### src/rtl/multibrot_cubic_escape_time_unit_defines.svh
// Assertion macros of the multibrot cubic escape-time RTL, used by the sequencer (mbc_ctrl).
`ifndef MULTIBROT_CUBIC_ESCAPE_TIME_UNIT_DEFINES_SVH
`define MULTIBROT_CUBIC_ESCAPE_TIME_UNIT_DEFINES_SVH
`ifndef SYNTHESIS
`define MBC_ASSERT(lbl, clk, rst_n, prop) \
	lbl: assert property (@(posedge clk) disable iff (!rst_n) prop) \
		else $error("mbc assertion failed");
`define MBC_ASSERT_ALWAYS(lbl, clk, prop) \
	lbl: assert property (@(posedge clk) prop) else $error("mbc assertion failed");
`else
`define MBC_ASSERT(lbl, clk, rst_n, prop)
`define MBC_ASSERT_ALWAYS(lbl, clk, prop)
`endif
`endif

### src/rtl/mbc_pkg.sv
// Package: types and constants of the multibrot cubic escape-time unit.
`timescale 1ns / 1ps
`default_nettype none
package mbc_pkg;

	localparam int C_W       = 30;
	localparam int X_W       = 32;
	localparam int SQ_W      = 63;
	localparam int SQ_FL_W   = 31;
	localparam int FRAC_BITS = 26;
	localparam int COUNT_W   = 9;
	localparam int COUNT_SAT = 511;
	localparam int ITER_LIMIT_DEF = 255;

	// 4.0 in Q.52
	localparam logic [SQ_W:0] ESC_LIMIT = 64'h0040_0000_0000_0000;

	typedef enum logic [1:0] {
		ST_IDLE,
		ST_SQ,
		ST_STEP,
		ST_HOLD
	} mbc_state_t;

	typedef struct packed {
		logic load;
		logic square;
		logic step;
	} lane_ctl_t;

endpackage
`default_nettype wire

### src/rtl/mbc_ctrl.sv
// Sequencer: escape test, iteration count, handshakes and result register.
`timescale 1ns / 1ps
`default_nettype none
`include "multibrot_cubic_escape_time_unit_defines.svh"
module mbc_ctrl #(
	parameter int ITER_LIMIT = mbc_pkg::ITER_LIMIT_DEF
) (
	input  wire logic                            clk,
	input  wire logic                            arst_n,
	input  wire logic                            in_valid,
	output logic                                 in_stall,
	output logic                                 out_valid,
	input  wire logic                            out_stall,
	output logic [mbc_pkg::COUNT_W-1:0]          iteration_count,
	input  wire logic [mbc_pkg::SQ_W-1:0]        sq_re,
	input  wire logic [mbc_pkg::SQ_W-1:0]        sq_im,
	output mbc_pkg::lane_ctl_t                   lane_ctl
);
	import mbc_pkg::*;

	localparam int CNT_NEED = $clog2(ITER_LIMIT + 2);
	localparam int CNT_W    = (CNT_NEED > COUNT_W) ? CNT_NEED : COUNT_W;

	mbc_state_t           state_q, state_d;
	logic [CNT_W-1:0]     cnt_q;
	logic                 out_valid_q;
	logic [COUNT_W-1:0]   iteration_count_q;
	logic [SQ_W:0]        mag;
	logic                 escaped;
	logic                 slot_free;
	logic                 res_wr;
	logic [COUNT_W-1:0]   cnt_sat;

	assign mag       = {1'b0, sq_re} + {1'b0, sq_im};
	assign escaped   = (mag > ESC_LIMIT) || (cnt_q > CNT_W'(ITER_LIMIT));
	assign slot_free = !out_valid_q || !out_stall;
	assign cnt_sat   = (cnt_q > CNT_W'(COUNT_SAT)) ? COUNT_W'(COUNT_SAT)
		: cnt_q[COUNT_W-1:0];

	always_comb begin
		state_d = state_q;
		unique case (state_q)
			ST_IDLE: begin
				if (in_valid) state_d = ST_SQ;
			end
			ST_SQ: begin
				state_d = ST_STEP;
			end
			ST_STEP: begin
				if (!escaped)      state_d = ST_SQ;
				else if (slot_free) state_d = ST_IDLE;
				else               state_d = ST_HOLD;
			end
			ST_HOLD: begin
				if (slot_free) state_d = ST_IDLE;
			end
			default: state_d = ST_IDLE;
		endcase
	end

	always_comb begin
		lane_ctl = '0;
		res_wr   = 1'b0;
		in_stall = 1'b1;
		unique case (state_q)
			ST_IDLE: begin
				in_stall      = 1'b0;
				lane_ctl.load = in_valid;
			end
			ST_SQ: begin
				lane_ctl.square = 1'b1;
			end
			ST_STEP: begin
				lane_ctl.step = !escaped;
				res_wr        = escaped && slot_free;
			end
			ST_HOLD: begin
				res_wr = slot_free;
			end
			default: begin
				in_stall = 1'b1;
			end
		endcase
	end

	always_ff @(posedge clk or negedge arst_n) begin
		if (!arst_n) begin
			state_q     <= ST_IDLE;
			cnt_q       <= '0;
			out_valid_q <= 1'b0;
		end else begin
			state_q <= state_d;
			if (lane_ctl.load) cnt_q <= '0;
			else if (lane_ctl.step) cnt_q <= cnt_q + 1'b1;
			if (res_wr) out_valid_q <= 1'b1;
			else if (!out_stall) out_valid_q <= 1'b0;
		end
	end

	always_ff @(posedge clk) begin
		if (res_wr) iteration_count_q <= cnt_sat;
	end

	assign out_valid       = out_valid_q;
	assign iteration_count = iteration_count_q;

	`MBC_ASSERT_ALWAYS(a_cnt_bound, clk, cnt_q <= CNT_W'(ITER_LIMIT + 1))
	`MBC_ASSERT(a_accept_starts, clk, arst_n, (in_valid && !in_stall) |=> state_q == ST_SQ)
	`MBC_ASSERT(a_step_counts, clk, arst_n, lane_ctl.step |=> cnt_q == $past(cnt_q) + 1'b1)
	`MBC_ASSERT(a_result_bound, clk, arst_n, res_wr |=> iteration_count_q <= COUNT_W'(COUNT_SAT))
	`MBC_ASSERT(a_no_overwrite, clk, arst_n, (out_valid_q && out_stall) |-> !res_wr)

endmodule
`default_nettype wire
### config.mk
export PLATFORM = sky130hd
export DESIGN_NAME = mbc_ctrl
export DESIGN_NICKNAME = d
export VERILOG_FILES = /design/src/rtl/mbc_pkg.sv /design/src/rtl/mbc_ctrl.sv
export VERILOG_INCLUDE_DIRS = /design/src /design/src/rtl
export SDC_FILE = /design/constraint.sdc
export NUM_CORES = 1
export LEC_CHECK = 0
export ABC_CLOCK_PERIOD_IN_PS = 3950
export BUFFER_PORTS_ARGS = -buffer_cell sky130_fd_sc_hd__buf_4
export CAP_MARGIN = 30
export CORE_ASPECT_RATIO = 1.1
export CORE_MARGIN = 1.5
export CORE_UTILIZATION = 45
export DETAILED_ROUTE_END_ITERATION = 8
export GPL_TIMING_DRIVEN = 0
export PLACE_DENSITY = 0.7
export SKIP_CTS_REPAIR_TIMING = 1
export SLEW_MARGIN = 10
export SYNTH_ARGS = -nofsm -noshare
export SYNTH_HDL_FRONTEND = slang
export SYNTH_SLANG_ARGS = --single-unit
export TNS_END_PERCENT = 100
### constraint.sdc
create_clock -name clk -period 3.95 [get_ports clk]
set_input_delay 0.395 -clock clk [delete_from_list [all_inputs] [get_ports clk]]
set_output_delay 0.395 -clock clk [all_outputs]
set_load 0.02 [all_outputs]
==> impl_metrics.tcl <==
set metrics [dict create \
    syn_area_um2 5750 \
    gr-total-overflow 0 \
    htreeDepth 1 \
    synth_cells 811 \
    finalPower_mw 1.79 \
    totalWireLength_mm 20.9 \
    slowest_stage "or4_4" \
    grt_first_pass_wirelength_mm 31.3 \
    worst-path-buf-inv 4 \
    ant_nets 0 \
    synth_enable_flop_cells 9 \
    wl_met1_mm 8.51 \
    drtIter0Drc 591 \
    critPathCapture "lane_ctl[0]" \
    num_rows 43 \
    regArea_um2 571 \
    diodes 0 \
    clock_skew_ns 0.00342 \
    fill_cells 1227 \
    cts_buffers 3 \
    vias 7196 \
    reg2reg_depth 12 \
    r2r-start "cnt_q[2]" \
    die_height_um 122 \
    cp.required_ns 3.56 \
    yosysSeqAreaShare_pct 9.92 \
    period_needed_ns 4.01 \
    reg2reg_to "cnt_q[7]" \
    hold_viol_final 0 \
    dr.pass1.iters 7 \
    dr_wl_met2_mm 10.2 \
    syn_nets 1007 \
    setup_violations 1 \
    setup_slack_ns -0.0579 \
    drive_gt1_share_pct 32.4 \
    numClockSinks 21 \
    critPathLaunchType "input pin" \
    crit_family "simple AND/OR/NAND/NOR gates" \
    path_clk_slew_ns 0.06 \
    clock.fmax_mhz 250 \
    path_class "in -> out" \
    slew_viol_final 0 \
    cap_violations 0 \
    worst_pin_slew_ns 0.538 \
    synth-async-reset-ratio_pct 57.1 \
    coreArea_um2 12500 \
    cp-startpoint "sq_im[0]" \
    synth.ff_latch_count 21 \
    cp_common_cell "buf_6" \
    clockRootBuffer "clkbuf_16" \
    placement.io_buffers 143 \
    nets 1185 \
    syn_to_final_growth_pct 36.4 \
    synth_area_per_cell_um2 7.09 \
    synth_cell_types 89 \
    crit_fanout 5 \
    drc_errors 0 \
    synth_flop_cell "dfrtp_1" \
    irDropWorstVdd_mv 0.155 \
    die_w_um 111 \
    rsz0062_at_grt "true" \
    grt_antenna_before_repair 0 \
    status "finished, violations left" \
    clock_latency_ns 0.25 \
    end_kind "output pin" \
    crit_arrival_ns 3.61 \
    gr-usage-all-layers_pct 28.3 \
    dp_hpwl_mm 16.9 \
    p_per_area_nw_per_um2 228 \
    wl_per_cell_um 18.2 \
    path_cells "buf_6, ha_4, fa_2, a211oi_4, o211ai_1, nand2_1, o21ai_1, xor2_1, or4_4, nor4_4, nand4_1, and4b_2, o211ai_4, buf_6, inv_2, buf_6" \
    yosys_warnings 0 \
    violations "setup timing" \
    route.met3.wl_mm 1.51 \
    die-area_um2 13500 \
    top_layer "met4" \
    critical_path_depth 16 \
    dp.cells 1111 \
    grt_max_degree 13 \
    gp_congestion 0.945 \
    final_common_cell "buf_4" \
    r2r_setup_slack_ns 0.88 \
    layout_common_cells "175 x buf_4, 80 x nand2_1, 68 x a21oi_1" \
    hp-class "in -> reg" \
    max_stage_delay_ns 0.51 \
    p_leak_nw 3.25 \
    grt_pass1_vias 6322 \
    multi_input_area_um2 5300 \
    vias_per_cell 6.28 \
    period_share_pct 101 \
    io_pins 144 \
    timing.slew.headroom_pct 63.8 \
    cts_tree "done" \
    cts_max_path_buffers 2 \
    fin_cells 1145 \
    post-route-util_pct 62.6 \
    start_util_pct 45.9 \
]
-- worst reg2reg max path, stage by stage, from the launching register on --
cell and delay (ns):
dfrtp_1 0.41, and3_1 0.22, and3_1 0.22, and3_1 0.18, ha_1 0.16, o221ai_1 0.15
a211oi_2 0.24, o2111ai_2 0.17, nor4_4 0.34, o211ai_4 0.15, buf_4 0.16, or4_1 0.42
a21oi_1 0.18
-- cells in the mapped netlist, types with 11 or more instances --
cell	number	area share, %
nor4_1	11	1.2
o21bai_1	11	1.4
ha_1	65	14
nand2_1	83	5.4
nand3_1	18	1.6
inv_1	25	1.6
o21ai_0	59	5.1
nand4_1	37	4.0
nor2_1	65	4.2
dfrtp_1	12	5.2
o21ai_1	15	1.3
buf_2	19	1.7
xor2_1	18	2.7
clkbuf_1	22	1.4
a21oi_1	88	7.7
o21a_1	11	1.4
nor3_1	26	2.3
a21o_1	15	2.0
a211oi_1	16	2.1
xnor2_1	16	2.4
-- per-layer routing --
| layer | GRT usage [%] | vias up |
|---|---|---|
| li1 | - | 3482 |
| met1 | 35.6 | 3320 |
| met2 | 51.0 | 332 |
| met3 | 3.48 | 62 |
| met4 | 7.93 | 0 |
| met5 | 0 | - |
-- final cells by class --
class                           instances  area share [%]
Multi-Input combinational cell        715            67.6
Timing Repair Buffer                  176            17.0
Sequential cell                        21            7.28
Buffer                                 46            3.35
Tap cell                              157            2.50
Inverter                               26            1.24
Clock buffer                            4            1.01
-- through the flow --
step	hold WS, ns	cell area, µm²	TNS [ns]	setup WS, ns
global placement	0.247	7020	-10.18	-0.769
detailed placement	0.249	7020	-10.42	-0.739
CTS	-0.0206	7100	-6.22	-0.800
finish	0.400	7840	-0.0579	-0.0579
floorplan	0.0994	5750	0	0.0158
global route	0.424	7840	-1.21	-0.138
-- sequential cells by signal (all words and copies together) (netlist names) --
register	count
cnt_q	9
iteration_count	9
out_valid	1
state_q	2
-- power breakdown --
group	switching [mW]	internal [mW]
clock network	0.0770	0.138
logic	0.760	0.519
registers	0.0261	0.270
total	0.864	0.926
-- how the worst min path moves through the flow --
stage	start	end	slack (ns)	cells past startpoint
2_1_floorplan	arst_n	cnt_q[0]	0.1	0
4_1_cts	arst_n	state_q[0]	-0.02	1
5_1_grt	out_stall	out_valid	0.42	3
3_5_place_dp	arst_n	state_q[0]	0.25	1
6_report	out_stall	out_valid	0.40	3
3_3_place_gp	arst_n	state_q[0]	0.25	1
-- kinds of logic after synthesis --
family	Yosys count	share of synthesized area (%)
AO/OA/AOI/OAI	312	37.1
multiplexers	7	1.24
XOR/XNOR	34	5.18
AND/OR/NAND/NOR	296	26.0
flip-flops	21	9.92
adder cells (fa/ha/maj)	66	14.5
buffers and inverters	75	6.12
(Power assumes the default switching activity.)
